===== src/design/tmco_pkg.sv =====
// Shared widths, reset values, register codes and control types for the clock offset estimator.
`timescale 1ns / 1ps
`default_nettype none
package tmco_pkg;

  localparam int TIME_W  = 40;  // local, client and server stamps
  localparam int PING_W  = 16;  // reported ping, milliseconds
  localparam int PM_W    = 26;  // ping converted to microseconds
  localparam int RTT_W   = 32;  // saturated round-trip time
  localparam int OFF_W   = 41;  // signed clock offset
  localparam int OFFX_W  = OFF_W + 1;  // offset with one guard bit for saturation
  localparam int THR_W   = 32;
  localparam int OUTL_W  = 5;
  localparam int STEP_W  = 6;   // counts serial steps up to OFFX_W

  localparam int CFG_IDX_W  = 1;
  localparam int CFG_DATA_W = 32;

  localparam int IN_DATA_W  = 136;  // 3 x 40 + 16, already whole bytes
  localparam int OUT_DATA_W = 48;   // 41 bits padded to whole bytes

  localparam int DEF_WINDOW = 8;

  localparam logic [THR_W-1:0]  THR_RESET  = 32'd100000;
  localparam logic [OUTL_W-1:0] OUTL_RESET = 5'd1;

  localparam logic [OFF_W-1:0] OFF_MIN = {1'b1, {(OFF_W-1){1'b0}}};
  localparam logic [OFF_W-1:0] OFF_MAX = {1'b0, {(OFF_W-1){1'b1}}};

  // Register indexes of the configuration port
  localparam logic [CFG_IDX_W-1:0] CFG_PING_THRESHOLD = 1'd0;
  localparam logic [CFG_IDX_W-1:0] CFG_OUTLIERS       = 1'd1;

  // Control of one bit-serial subtractor
  typedef struct packed {
    logic load;  // capture both operands, clear the borrow
    logic step;  // advance one bit
  } ser_ctrl_t;

endpackage
`default_nettype wire


===== src/design/tmco_serial_sub.sv =====
// Bit-serial subtractor: a - b over N bits, one bit per cycle while step is asserted, LSB first.
`timescale 1ns / 1ps
`default_nettype none
module tmco_serial_sub #(
  parameter int N = 40
) (
  input  wire                 clk_i,
  input  wire                 rst_ni,
  input  tmco_pkg::ser_ctrl_t ctl_i,
  input  wire  [N-1:0]        a_i,
  input  wire  [N-1:0]        b_i,
  output logic [N-1:0]        diff_o,
  output logic                borrow_o
);

  logic [N-1:0] a_q, b_q, d_q;
  logic         br_q;
  logic         bit_d, br_d;

  assign bit_d = a_q[0] ^ b_q[0] ^ br_q;
  assign br_d  = (~a_q[0] & b_q[0]) | (~(a_q[0] ^ b_q[0]) & br_q);

  always_ff @(posedge clk_i or negedge rst_ni) begin
    if (!rst_ni) begin
      br_q <= 1'b0;
    end else if (ctl_i.load) begin
      br_q <= 1'b0;
    end else if (ctl_i.step) begin
      br_q <= br_d;
    end
  end

  always_ff @(posedge clk_i) begin
    if (ctl_i.load) begin
      a_q <= a_i;
      b_q <= b_i;
    end else if (ctl_i.step) begin
      a_q <= {1'b0, a_q[N-1:1]};
      b_q <= {1'b0, b_q[N-1:1]};
      d_q <= {bit_d, d_q[N-1:1]};
    end
  end

  assign diff_o   = d_q;
  assign borrow_o = br_q;

endmodule
`default_nettype wire


===== src/design/tmco_hist_mem.sv =====
// Round-trip history memory: one write port, one registered read port.
`timescale 1ns / 1ps
`default_nettype none
module tmco_hist_mem #(
  parameter int DEPTH = tmco_pkg::DEF_WINDOW,
  parameter int AW    = $clog2(DEPTH)
) (
  input  wire                         clk_i,
  input  wire                         we_i,
  input  wire  [AW-1:0]               waddr_i,
  input  wire  [tmco_pkg::RTT_W-1:0]  wdata_i,
  input  wire  [AW-1:0]               raddr_i,
  output logic [tmco_pkg::RTT_W-1:0]  rdata_o
);

  logic [tmco_pkg::RTT_W-1:0] mem_q [DEPTH];

  always_ff @(posedge clk_i) begin
    if (we_i) begin
      mem_q[waddr_i] <= wdata_i;
    end
    rdata_o <= mem_q[raddr_i];
  end

endmodule
`default_nettype wire


===== src/design/tmco_rank.sv =====
// Trimmed sum: ranks each stored sample against all others and sums those inside the kept band.
`timescale 1ns / 1ps
`default_nettype none
module tmco_rank #(
  parameter int WINDOW = tmco_pkg::DEF_WINDOW,
  parameter int IDX_W  = $clog2(WINDOW),
  parameter int K_W    = $clog2(WINDOW + 1),
  parameter int SUM_W  = tmco_pkg::RTT_W + $clog2(WINDOW)
) (
  input  wire                         clk_i,
  input  wire                         rst_ni,
  input  wire                         start_i,
  input  wire  [K_W-1:0]              k_i,
  output logic [IDX_W-1:0]            raddr_o,
  input  wire  [tmco_pkg::RTT_W-1:0]  rdata_i,
  output logic                        done_o,
  output logic [SUM_W-1:0]            sum_o
);

  typedef enum logic [2:0] {
    R_IDLE,
    R_ISSUE,
    R_GRAB,
    R_SCAN,
    R_ACC
  } rank_state_e;

  localparam logic [IDX_W-1:0] LAST = IDX_W'(WINDOW - 1);

  rank_state_e                state_q;
  logic [IDX_W-1:0]           i_q, j_q;
  logic [K_W-1:0]             rank_q;
  logic [tmco_pkg::RTT_W-1:0] vi_q;
  logic [K_W-1:0]             hi;
  logic                       less;

  assign hi = K_W'(WINDOW) - k_i;

  // Order by value, ties broken by slot so that every rank is distinct
  assign less = (rdata_i < vi_q) || ((rdata_i == vi_q) && (j_q < i_q));

  always_comb begin
    case (state_q)
      R_ISSUE: raddr_o = i_q;
      R_SCAN:  raddr_o = j_q + 1'b1;
      default: raddr_o = '0;
    endcase
  end

  always_ff @(posedge clk_i or negedge rst_ni) begin
    if (!rst_ni) begin
      state_q <= R_IDLE;
      done_o  <= 1'b0;
      i_q     <= '0;
      j_q     <= '0;
      rank_q  <= '0;
    end else begin
      done_o <= 1'b0;
      case (state_q)
        R_IDLE: begin
          if (start_i) begin
            i_q     <= '0;
            sum_o   <= '0;
            state_q <= R_ISSUE;
          end
        end
        R_ISSUE: begin
          state_q <= R_GRAB;
        end
        R_GRAB: begin
          vi_q    <= rdata_i;
          j_q     <= '0;
          rank_q  <= '0;
          state_q <= R_SCAN;
        end
        R_SCAN: begin
          rank_q <= rank_q + K_W'(less);
          if (j_q == LAST) begin
            state_q <= R_ACC;
          end else begin
            j_q <= j_q + 1'b1;
          end
        end
        R_ACC: begin
          if (rank_q >= k_i && rank_q < hi) begin
            sum_o <= sum_o + SUM_W'(vi_q);
          end
          if (i_q == LAST) begin
            done_o  <= 1'b1;
            state_q <= R_IDLE;
          end else begin
            i_q     <= i_q + 1'b1;
            state_q <= R_ISSUE;
          end
        end
        default: state_q <= R_IDLE;
      endcase
    end
  end

endmodule
`default_nettype wire


===== src/design/tmco_div.sv =====
// Restoring divider: one quotient bit per cycle with a narrow remainder.
`timescale 1ns / 1ps
`default_nettype none
module tmco_div #(
  parameter int DVD_W = 35,
  parameter int DSR_W = 4
) (
  input  wire              clk_i,
  input  wire              rst_ni,
  input  wire              start_i,
  input  wire  [DVD_W-1:0] dividend_i,
  input  wire  [DSR_W-1:0] divisor_i,
  output logic             done_o,
  output logic [DVD_W-1:0] quotient_o
);

  localparam int CNT_W = $clog2(DVD_W + 1);
  localparam logic [CNT_W-1:0] LAST = CNT_W'(DVD_W - 1);

  logic             busy_q;
  logic [CNT_W-1:0] cnt_q;
  logic [DSR_W-1:0] rem_q, dsr_q;
  logic [DSR_W:0]   trial;
  logic             ge;

  assign trial = {rem_q, quotient_o[DVD_W-1]};
  assign ge    = trial >= {1'b0, dsr_q};

  always_ff @(posedge clk_i or negedge rst_ni) begin
    if (!rst_ni) begin
      busy_q <= 1'b0;
      done_o <= 1'b0;
      cnt_q  <= '0;
    end else begin
      done_o <= 1'b0;
      if (start_i) begin
        busy_q <= 1'b1;
        cnt_q  <= '0;
      end else if (busy_q) begin
        cnt_q <= cnt_q + 1'b1;
        if (cnt_q == LAST) begin
          busy_q <= 1'b0;
          done_o <= 1'b1;
        end
      end
    end
  end

  always_ff @(posedge clk_i) begin
    if (start_i) begin
      quotient_o <= dividend_i;
      dsr_q      <= divisor_i;
      rem_q      <= '0;
    end else if (busy_q) begin
      rem_q      <= ge ? DSR_W'(trial - {1'b0, dsr_q}) : trial[DSR_W-1:0];
      quotient_o <= {quotient_o[DVD_W-2:0], ge};
    end
  end

endmodule
`default_nettype wire


===== src/design/trimmed_mean_clock_offset.sv =====
// Top level of the trimmed-mean round-trip clock offset estimator.
// Sequence from the accepting edge to m_axis_tvalid: 40 serial subtract steps (S_SUB),
//   3 round-trip steps (S_SAT, S_AVG, S_STORE), the offset load (S_OFFLD), 42 offset steps
//   (S_OFF) and the hand-off (S_FIN); once the window is full, ranking (S_RANK) and division
//   (S_DIV) come between S_STORE and S_OFFLD.
// Throughput: one transaction in flight; the next is accepted once the result is handed off.
// Reset clears the sequencer, sample count, oldest slot and registers; history needs none.
`timescale 1ns / 1ps
`default_nettype none
module trimmed_mean_clock_offset #(
  parameter int WINDOW = tmco_pkg::DEF_WINDOW
) (
  input  wire                                 clk_i,
  input  wire                                 rst_ni,
  // Input stream
  input  wire                                 s_axis_tvalid,
  output logic                                s_axis_tready,
  // [39:0] local_now, [79:40] client_stamp, [119:80] server_stamp, [135:120] ping_ms
  input  wire  [tmco_pkg::IN_DATA_W-1:0]      s_axis_tdata,
  // [0] ping_known
  input  wire  [0:0]                          s_axis_tuser,
  // Result stream
  output logic                                m_axis_tvalid,
  input  wire                                 m_axis_tready,
  // [40:0] clock_offset (signed), [47:41] zero
  output logic [tmco_pkg::OUT_DATA_W-1:0]     m_axis_tdata,
  // [0] used_trimmed_mean
  output logic [0:0]                          m_axis_tuser,
  // Configuration writes
  input  wire                                 cfg_we_i,
  input  wire  [tmco_pkg::CFG_IDX_W-1:0]      cfg_index_i,
  input  wire  [tmco_pkg::CFG_DATA_W-1:0]     cfg_wdata_i
);

  localparam int TIME_W = tmco_pkg::TIME_W;
  localparam int RTT_W  = tmco_pkg::RTT_W;
  localparam int OFFX_W = tmco_pkg::OFFX_W;
  localparam int OFF_W  = tmco_pkg::OFF_W;
  localparam int PM_W   = tmco_pkg::PM_W;
  localparam int PING_W = tmco_pkg::PING_W;
  localparam int OUTL_W = tmco_pkg::OUTL_W;
  localparam int STEP_W = tmco_pkg::STEP_W;

  localparam int IDX_W = $clog2(WINDOW);
  localparam int K_W   = $clog2(WINDOW + 1);
  localparam int SUM_W = RTT_W + $clog2(WINDOW);
  localparam int KMAX  = (WINDOW - 1) / 2;

  localparam logic [IDX_W-1:0]  LAST_SLOT  = IDX_W'(WINDOW - 1);
  localparam logic [OUTL_W-1:0] KMAX_O     = OUTL_W'(KMAX);
  localparam logic [STEP_W-1:0] SUB_LAST   = STEP_W'(TIME_W - 1);
  localparam logic [STEP_W-1:0] OFF_LAST   = STEP_W'(OFFX_W - 1);

  typedef enum logic [3:0] {
    S_IDLE,
    S_SUB,
    S_SAT,
    S_AVG,
    S_STORE,
    S_RANK,
    S_DIV,
    S_OFFLD,
    S_OFF,
    S_FIN
  } state_e;

  state_e state_q;

  // Configuration registers
  logic [tmco_pkg::THR_W-1:0] thr_q;
  logic [OUTL_W-1:0]          outl_q;

  // Per-transaction working registers
  logic [STEP_W-1:0] step_q;
  logic [PM_W-1:0]   pm_q;
  logic              pk_q;
  logic [RTT_W-1:0]  rtt_q;
  logic [RTT_W-1:0]  used_q;
  logic              full_q;

  // History bookkeeping
  logic [IDX_W-1:0] count_q;
  logic [IDX_W-1:0] oldest_q;

  logic accept;
  assign s_axis_tready = (state_q == S_IDLE);
  assign accept        = s_axis_tvalid && s_axis_tready;

  // Serial subtractors: round trip, server minus client, final offset
  tmco_pkg::ser_ctrl_t front_ctl, off_ctl;
  logic [TIME_W-1:0]   rt_diff, sc_diff;
  logic                rt_borrow, sc_borrow;
  logic [OFFX_W-1:0]   off_a, off_b, off_res;
  logic                off_borrow;

  always_comb begin
    front_ctl.load = accept;
    front_ctl.step = (state_q == S_SUB);
    off_ctl.load   = (state_q == S_OFFLD);
    off_ctl.step   = (state_q == S_OFF);
  end

  tmco_serial_sub #(.N(TIME_W)) u_rt_sub (
    .clk_i    (clk_i),
    .rst_ni   (rst_ni),
    .ctl_i    (front_ctl),
    .a_i      (s_axis_tdata[TIME_W-1:0]),
    .b_i      (s_axis_tdata[2*TIME_W-1:TIME_W]),
    .diff_o   (rt_diff),
    .borrow_o (rt_borrow)
  );

  tmco_serial_sub #(.N(TIME_W)) u_sc_sub (
    .clk_i    (clk_i),
    .rst_ni   (rst_ni),
    .ctl_i    (front_ctl),
    .a_i      (s_axis_tdata[3*TIME_W-1:2*TIME_W]),
    .b_i      (s_axis_tdata[2*TIME_W-1:TIME_W]),
    .diff_o   (sc_diff),
    .borrow_o (sc_borrow)
  );

  // Server minus client as a signed value, extended by a guard bit; minus half the round trip
  assign off_a = {sc_borrow, sc_borrow, sc_diff};
  assign off_b = {{(OFFX_W-RTT_W+1){1'b0}}, used_q[RTT_W-1:1]};

  tmco_serial_sub #(.N(OFFX_W)) u_off_sub (
    .clk_i    (clk_i),
    .rst_ni   (rst_ni),
    .ctl_i    (off_ctl),
    .a_i      (off_a),
    .b_i      (off_b),
    .diff_o   (off_res),
    .borrow_o (off_borrow)
  );

  // History memory and trimmed-sum engine
  logic             mem_we;
  logic [IDX_W-1:0] mem_waddr, mem_raddr;
  logic [RTT_W-1:0] mem_rdata;
  logic [IDX_W:0]   slot_sum;

  assign slot_sum  = {1'b0, oldest_q} + {1'b0, count_q};
  assign mem_waddr = (slot_sum >= (IDX_W+1)'(WINDOW)) ?
                     IDX_W'(slot_sum - (IDX_W+1)'(WINDOW)) : slot_sum[IDX_W-1:0];
  assign mem_we    = (state_q == S_STORE);

  tmco_hist_mem #(.DEPTH(WINDOW), .AW(IDX_W)) u_hist (
    .clk_i   (clk_i),
    .we_i    (mem_we),
    .waddr_i (mem_waddr),
    .wdata_i (rtt_q),
    .raddr_i (mem_raddr),
    .rdata_o (mem_rdata)
  );

  // Clamp the trim count so at least one sample survives
  logic [OUTL_W-1:0] k_clamped;
  logic [K_W-1:0]    k_trim, divisor;
  assign k_clamped = (outl_q > KMAX_O) ? KMAX_O : outl_q;
  assign k_trim    = K_W'(k_clamped);
  assign divisor   = K_W'(WINDOW) - {k_trim[K_W-2:0], 1'b0};

  logic             is_full;
  logic             rank_start, rank_done;
  logic [SUM_W-1:0] trim_sum;
  assign is_full    = (count_q == LAST_SLOT);
  assign rank_start = (state_q == S_STORE) && is_full;

  tmco_rank #(.WINDOW(WINDOW), .IDX_W(IDX_W), .K_W(K_W), .SUM_W(SUM_W)) u_rank (
    .clk_i   (clk_i),
    .rst_ni  (rst_ni),
    .start_i (rank_start),
    .k_i     (k_trim),
    .raddr_o (mem_raddr),
    .rdata_i (mem_rdata),
    .done_o  (rank_done),
    .sum_o   (trim_sum)
  );

  logic             div_start, div_done;
  logic [SUM_W-1:0] quotient;
  assign div_start = (state_q == S_RANK) && rank_done;

  tmco_div #(.DVD_W(SUM_W), .DSR_W(K_W)) u_div (
    .clk_i      (clk_i),
    .rst_ni     (rst_ni),
    .start_i    (div_start),
    .dividend_i (trim_sum),
    .divisor_i  (divisor),
    .done_o     (div_done),
    .quotient_o (quotient)
  );

  // Ping in microseconds: ping * 1000 = ping * 1024 - ping * 16 - ping * 8
  logic [PING_W-1:0] ping;
  logic [PM_W-1:0]   ping_us;
  logic [RTT_W:0]    avg_sum;
  logic [RTT_W-1:0]  rtt_sat;
  logic [OFF_W-1:0]  off_sat;

  assign ping    = s_axis_tdata[3*TIME_W+PING_W-1:3*TIME_W];
  assign ping_us = {ping, 10'b0} - {6'b0, ping, 4'b0} - {7'b0, ping, 3'b0};
  assign avg_sum = {1'b0, rtt_q} + {{(RTT_W+1-PM_W){1'b0}}, pm_q};

  // Negative round trip clamps to zero, anything past 32 bits to all ones
  assign rtt_sat = rt_borrow ? '0 :
                   (|rt_diff[TIME_W-1:RTT_W]) ? '1 : rt_diff[RTT_W-1:0];

  // Offset leaves the 41-bit range only when the guard bit disagrees with the sign
  assign off_sat = (off_res[OFFX_W-1] == off_res[OFF_W-1]) ? off_res[OFF_W-1:0] :
                   (off_res[OFFX_W-1] ? tmco_pkg::OFF_MIN : tmco_pkg::OFF_MAX);

  // Sequencer and result register
  always_ff @(posedge clk_i or negedge rst_ni) begin
    if (!rst_ni) begin
      state_q       <= S_IDLE;
      step_q        <= '0;
      count_q       <= '0;
      oldest_q      <= '0;
      thr_q         <= tmco_pkg::THR_RESET;
      outl_q        <= tmco_pkg::OUTL_RESET;
      m_axis_tvalid <= 1'b0;
      full_q        <= 1'b0;
    end else begin
      if (cfg_we_i) begin
        case (cfg_index_i)
          tmco_pkg::CFG_PING_THRESHOLD: thr_q  <= cfg_wdata_i[tmco_pkg::THR_W-1:0];
          tmco_pkg::CFG_OUTLIERS:       outl_q <= cfg_wdata_i[OUTL_W-1:0];
          default: ;
        endcase
      end

      // Drop the result once the consumer takes it; a new result loads it again in S_FIN
      if (m_axis_tvalid && m_axis_tready && state_q != S_FIN) begin
        m_axis_tvalid <= 1'b0;
      end

      case (state_q)
        S_IDLE: begin
          if (accept) begin
            pm_q    <= ping_us;
            pk_q    <= s_axis_tuser[0];
            step_q  <= '0;
            state_q <= S_SUB;
          end
        end
        S_SUB: begin
          step_q <= step_q + 1'b1;
          if (step_q == SUB_LAST) begin
            state_q <= S_SAT;
          end
        end
        S_SAT: begin
          rtt_q   <= rtt_sat;
          state_q <= S_AVG;
        end
        S_AVG: begin
          // Blend in the reported ping when it is known and the measured round trip is suspiciously long
          if (rtt_q > thr_q && pk_q) begin
            rtt_q <= avg_sum[RTT_W:1];
          end
          state_q <= S_STORE;
        end
        S_STORE: begin
          if (is_full) begin
            oldest_q <= (oldest_q == LAST_SLOT) ? '0 : oldest_q + 1'b1;
            full_q   <= 1'b1;
            state_q  <= S_RANK;
          end else begin
            count_q <= count_q + 1'b1;
            used_q  <= rtt_q;
            full_q  <= 1'b0;
            state_q <= S_OFFLD;
          end
        end
        S_RANK: begin
          if (rank_done) begin
            state_q <= S_DIV;
          end
        end
        S_DIV: begin
          if (div_done) begin
            used_q  <= quotient[RTT_W-1:0];
            state_q <= S_OFFLD;
          end
        end
        S_OFFLD: begin
          step_q  <= '0;
          state_q <= S_OFF;
        end
        S_OFF: begin
          step_q <= step_q + 1'b1;
          if (step_q == OFF_LAST) begin
            state_q <= S_FIN;
          end
        end
        S_FIN: begin
          // Hold until the result register is free
          if (!m_axis_tvalid || m_axis_tready) begin
            m_axis_tvalid <= 1'b1;
            m_axis_tdata  <= {{(tmco_pkg::OUT_DATA_W-OFF_W){1'b0}}, off_sat};
            m_axis_tuser  <= full_q;
            state_q       <= S_IDLE;
          end
        end
        default: state_q <= S_IDLE;
      endcase
    end
  end

  // Final borrow of the offset subtract carries no information past the guard bit
  logic unused_borrow;
  assign unused_borrow = off_borrow;

endmodule
`default_nettype wire

===== config.mk =====
export PLATFORM = sky130hd
export DESIGN_NAME = trimmed_mean_clock_offset
export DESIGN_NICKNAME = d
export VERILOG_FILES = /design/src/design/tmco_pkg.sv /design/src/design/tmco_serial_sub.sv /design/src/design/tmco_hist_mem.sv /design/src/design/tmco_rank.sv /design/src/design/tmco_div.sv /design/src/design/trimmed_mean_clock_offset.sv
export SDC_FILE = /design/constraint.sdc
export NUM_CORES = 2
export LEC_CHECK = 0
export BUFFER_PORTS_ARGS = -buffer_cell sky130_fd_sc_hd__buf_2
export CAP_MARGIN = 20
export CORE_MARGIN = 5
export CORE_UTILIZATION = 55
export DETAILED_ROUTE_END_ITERATION = 10
export GPL_TIMING_DRIVEN = 0
export PLACE_DENSITY = 0.78
export SLEW_MARGIN = 20
export SYNTH_ARGS = -nofsm -noshare
export SYNTH_HDL_FRONTEND = slang
export SYNTH_HIERARCHICAL = 1
export SYNTH_SLANG_ARGS = --single-unit

===== constraint.sdc =====
create_clock -name clk_i -period 12.6 [get_ports clk_i]
set_input_delay 0.63 -clock clk_i [delete_from_list [all_inputs] [get_ports clk_i]]
set_output_delay 0.63 -clock clk_i [all_outputs]
set_load 0.01 [all_outputs]

==> results.sh <==
export IMPL_grt_pass1_wl_mm=146.9
export IMPL_antenna_found_initial=1
export IMPL_ant_nets=0
export IMPL_port_buffers=218
export IMPL_drt_iter0_drc=2186
export IMPL_areaGrowthSynthToFinish_pct=14.06
export IMPL_rr_startpoint="outl_q[3]$_DFFE_PN0P_"
export IMPL_hold_viol=0
export IMPL_gp_congestion=0.8908
export IMPL_outcome="finished clean"
export IMPL_clock_sinks=973
export IMPL_cts_setup_buffers=0
export IMPL_dp_cells=4235
export IMPL_setup_slack_ns=8.768
export IMPL_drt_wl_total_mm=94.93
export IMPL_dieArea_sq_um=87110
export IMPL_syn_area_sq_um=44720
export IMPL_hold_class="in -> reg"
export IMPL_pwr_share_seq_pct=52.6
export IMPL_cts_clk_slew_worst_paths_ns=0.06
export IMPL_switching_share_pct=21.68
export IMPL_synthCells=2899
export IMPL_via_count=25630
export IMPL_power_switching_mw=1.478
export IMPL_fin_skew_ns=0.02704
export IMPL_fillCellCount=5639
export IMPL_synth_top_flop_cell="edfxtp_1"
export IMPL_dr_max_layer_used="met4"
export IMPL_htreeDepth=3
export IMPL_ir_drop_mv=0.1035
export IMPL_finalSetupViolCount=0
export IMPL_worstPathRequired_ns=12.94
export IMPL_cp_start_kind="flip-flop"
export IMPL_syn_avg_cell_area_sq_um=15.43
export IMPL_slowest_delay_ns=0.78
export IMPL_chipWidth_um=295.1
export IMPL_wl_met3_mm=6.362
export IMPL_tns_ns=0
export IMPL_fp_dieH_um=295.1
export IMPL_nets=3648
export IMPL_drive_above_1_share_pct=26.50
export IMPL_p_per_area_nw_per_um2=133.6
export IMPL_routedWlPerCell_um=21.48
export IMPL_wl_met1_mm=39.78
export IMPL_drv_cap=0
export IMPL_clockPowerShare_pct=40.9
export IMPL_synth_edf_count=857
export IMPL_fmaxAchievable_ghz=0.2609
export IMPL_worstHoldStart="s_axis_tuser"
export IMPL_post_place_ws_ns=8.704
export IMPL_rsz0062_at_grt="no"
export IMPL_hold_buffers=1
export IMPL_r2r_setup_slack_ns=8.77
export IMPL_via_per_inst=5.800
export IMPL_fin_crit_sh_pct=30.41
export IMPL_ys_warn_count=6
export IMPL_post_cts_resized=0
export IMPL_dp_hpwl_mm=65.81
export IMPL_regArea_sq_um=28470
export IMPL_crit_chain="or4_1 -> inv_1 -> ha_1 -> inv_1 -> ha_1 -> nor2b_1 -> o21ai_0 -> nand2b_1 -> a211oi_1 -> mux2i_1 -> nor2_4 -> buf_8"
export IMPL_clockBufferDepth=3
export IMPL_route_met2_wl_mm=46.42
export IMPL_critical_path_class="reg -> reg"
export IMPL_stdcell_count=4419
export IMPL_insertion_delay_ns=0.65
export IMPL_yosys_register_bits=973
export IMPL_p_leak_nw=19.15
export IMPL_cts_buffers=97
export IMPL_ys_types=92
export IMPL_crit_fanout=23
export IMPL_initial_utilization_pct=55.52
export IMPL_top_level_ports=226
export IMPL_multi_input_area_sq_um=15240
export IMPL_synthArstFlopShare_pct=8.222
export IMPL_netlist_area_leader_share_pct=57.55
export IMPL_end_kind="flip-flop"
export IMPL_grtUsageTotal_pct=21.45
export IMPL_cts_tree="yes"
export IMPL_grt_overflow=0
export IMPL_slowest_stage="or4_1"
export IMPL_drc=0
export IMPL_coreArea_sq_um=80550
export IMPL_netlist_top_cells_area="edfxtp_1, mux2_4, ha_1, mux2_2, dfrtp_1"
export IMPL_rows=104
export IMPL_report_final_slew_viol_count=0
export IMPL_grt_max_degree=62
export IMPL_max_slew_worst_pin_slew_ns=1.023
export IMPL_first_global_vias=26030
export IMPL_pwr_share_comb_pct=6.6
export IMPL_arrival_ns=4.18
export IMPL_cts_root_buf="clkbuf_16"
export IMPL_slew_headroom_pct=31.77
export IMPL_crit_start="outl_q[3]$_DFFE_PN0P_"
export IMPL_finalCriticalPeriod_ns=3.832
export IMPL_synth_area_leader_cell="edfxtp_1"
export IMPL_drtPass1Iterations=5
export IMPL_yosysSeqAreaShare_pct=63.66
export IMPL_p_int_mw=5.337
[sequential cells by signal (all words and copies together), names as in the netlist, 23 cells and up]
signal and flops:
rtt_q 32, u_sc_sub/diff_o 40, u_rt_sub/diff_o 40, used_q 31, u_rt_sub/b_q 40, u_rt_sub/a_q 40
u_off_sub/diff_o 42, u_rank/sum_o 35, u_hist/rdata_o 32, u_rank/vi_q 32, u_off_sub/a_q 42, u_div/quotient_o 35
thr_q 32, pm_q 23, u_hist/mem_q 256, u_sc_sub/a_q 40, m_axis_tdata 41, u_sc_sub/b_q 40
u_off_sub/b_q 42
[per-stage QoR]
stage               utilization [%]  hold WS, ns  instance area (sq um)  total power [mW]
global route                  63.32       0.1586                  51010             7.064
CTS                           63.32       0.1450                  51000             6.871
floorplan                         -       0.3344                  44810             3.954
global placement              58.63       0.4158                  47220             4.069
detailed placement            59.47       0.4245                  47900             4.091
finish                        63.32       0.1786                  51010             6.815
[worst max-delay path: cells and delay by family, from the launching register on]
kind                     cells  cell delay [ns]
buffers and inverters        3             0.45
adder cells (fa/ha/maj)      2             0.45
multiplexers                 1             0.17
AND/OR/NAND/NOR              4             1.60
flip-flops                   1             0.39
AO/OA/AOI/OAI                2             0.44
[worst paths after layout]
check,end,cells after the start
max,u_rank/sum_o[8]$_SDFFCE_PN0P_,12
min,pk_q$_DFFE_PP_,1
max reg2reg,u_rank/sum_o[8]$_SDFFCE_PN0P_,12
min reg2reg,u_rank/vi_q[27]$_DFFE_PP_,0
max in group asynchronous,oldest_q[0]$_DFFE_PN0P_,3
min in group asynchronous,u_rank/rank_q[1]$_DFFE_PN0P_,2
[cell usage after synthesis (all sizes together), types with 41 or more instances]
library cell,instances
clkbuf,47
a21o,110
buf,71
dfrtp,73
nand2,143
xor2,41
edfxtp,857
o21ai,147
nor2,133
mux2,345
inv,137
a21oi,94
ha,182
mux4,64
[cell usage in the layout, fill, tap and decap left out, types with 28 or more instances in the layout]
master / netlist / layout
edfxtp_1: 857 / 857
xnor2_1: 36 / 36
a21o_1: 109 / 109
clkbuf_16: 0 / 98
a21oi_1: 93 / 93
dfrtp_1: 73 / 73
o21ai_1: 28 / 28
dfxtp_1: 36 / 36
nor2_1: 133 / 125
buf_6: 29 / 30
inv_1: 137 / 136
o21ai_0: 117 / 117
xor2_1: 41 / 41
buf_2: 28 / 247
ha_1: 182 / 182
mux2_2: 189 / 189
nand4_1: 28 / 28
mux4_1: 40 / 40
mux2_4: 155 / 155
nand2_1: 143 / 143
clkbuf_1: 46 / 68
[per-layer routing]
metal	up-vias	track usage [%]
met4	0	6.090
met2	896	35.88
met3	142	3.531
met5	-	0
li1	11810	-
met1	12780	29.59
[power groups by stage]
stage | combinational (mW) | sequential [mW] | clock [mW]
CTS | 0.447 | 3.58 | 2.84
detailed placement | 0.443 | 3.65 | 0
floorplan | 0.311 | 3.64 | 0
finish | 0.446 | 3.58 | 2.79
global route | 0.489 | 3.58 | 2.99
global placement | 0.417 | 3.65 | 0
[cell families after synthesis]
kind of cell	Yosys count	share of synthesized area, %
DFF	973	63.66
and+or+nand+nor	492	5.347
AOI/OAI and AO/OA	484	7.126
muxes	419	13.77
buffers and inverters	255	2.776
adders and majority gates	198	5.808
xor gates and xnor gates	77	1.508
other	1	0.008386
[cell type report]
class                      instances  area share [%]
antenna                            1        0.004906
buffer                           118           1.425
clock buffer                     125           5.105
clock inverter                    57          0.9592
inverter                         137           1.008
multi-input combinational       1694           29.89
sequential                       973           55.81
tap                             1060           2.600
timing repair buffer             254           3.201
Note: power is estimated with default switching activity, not from simulation.
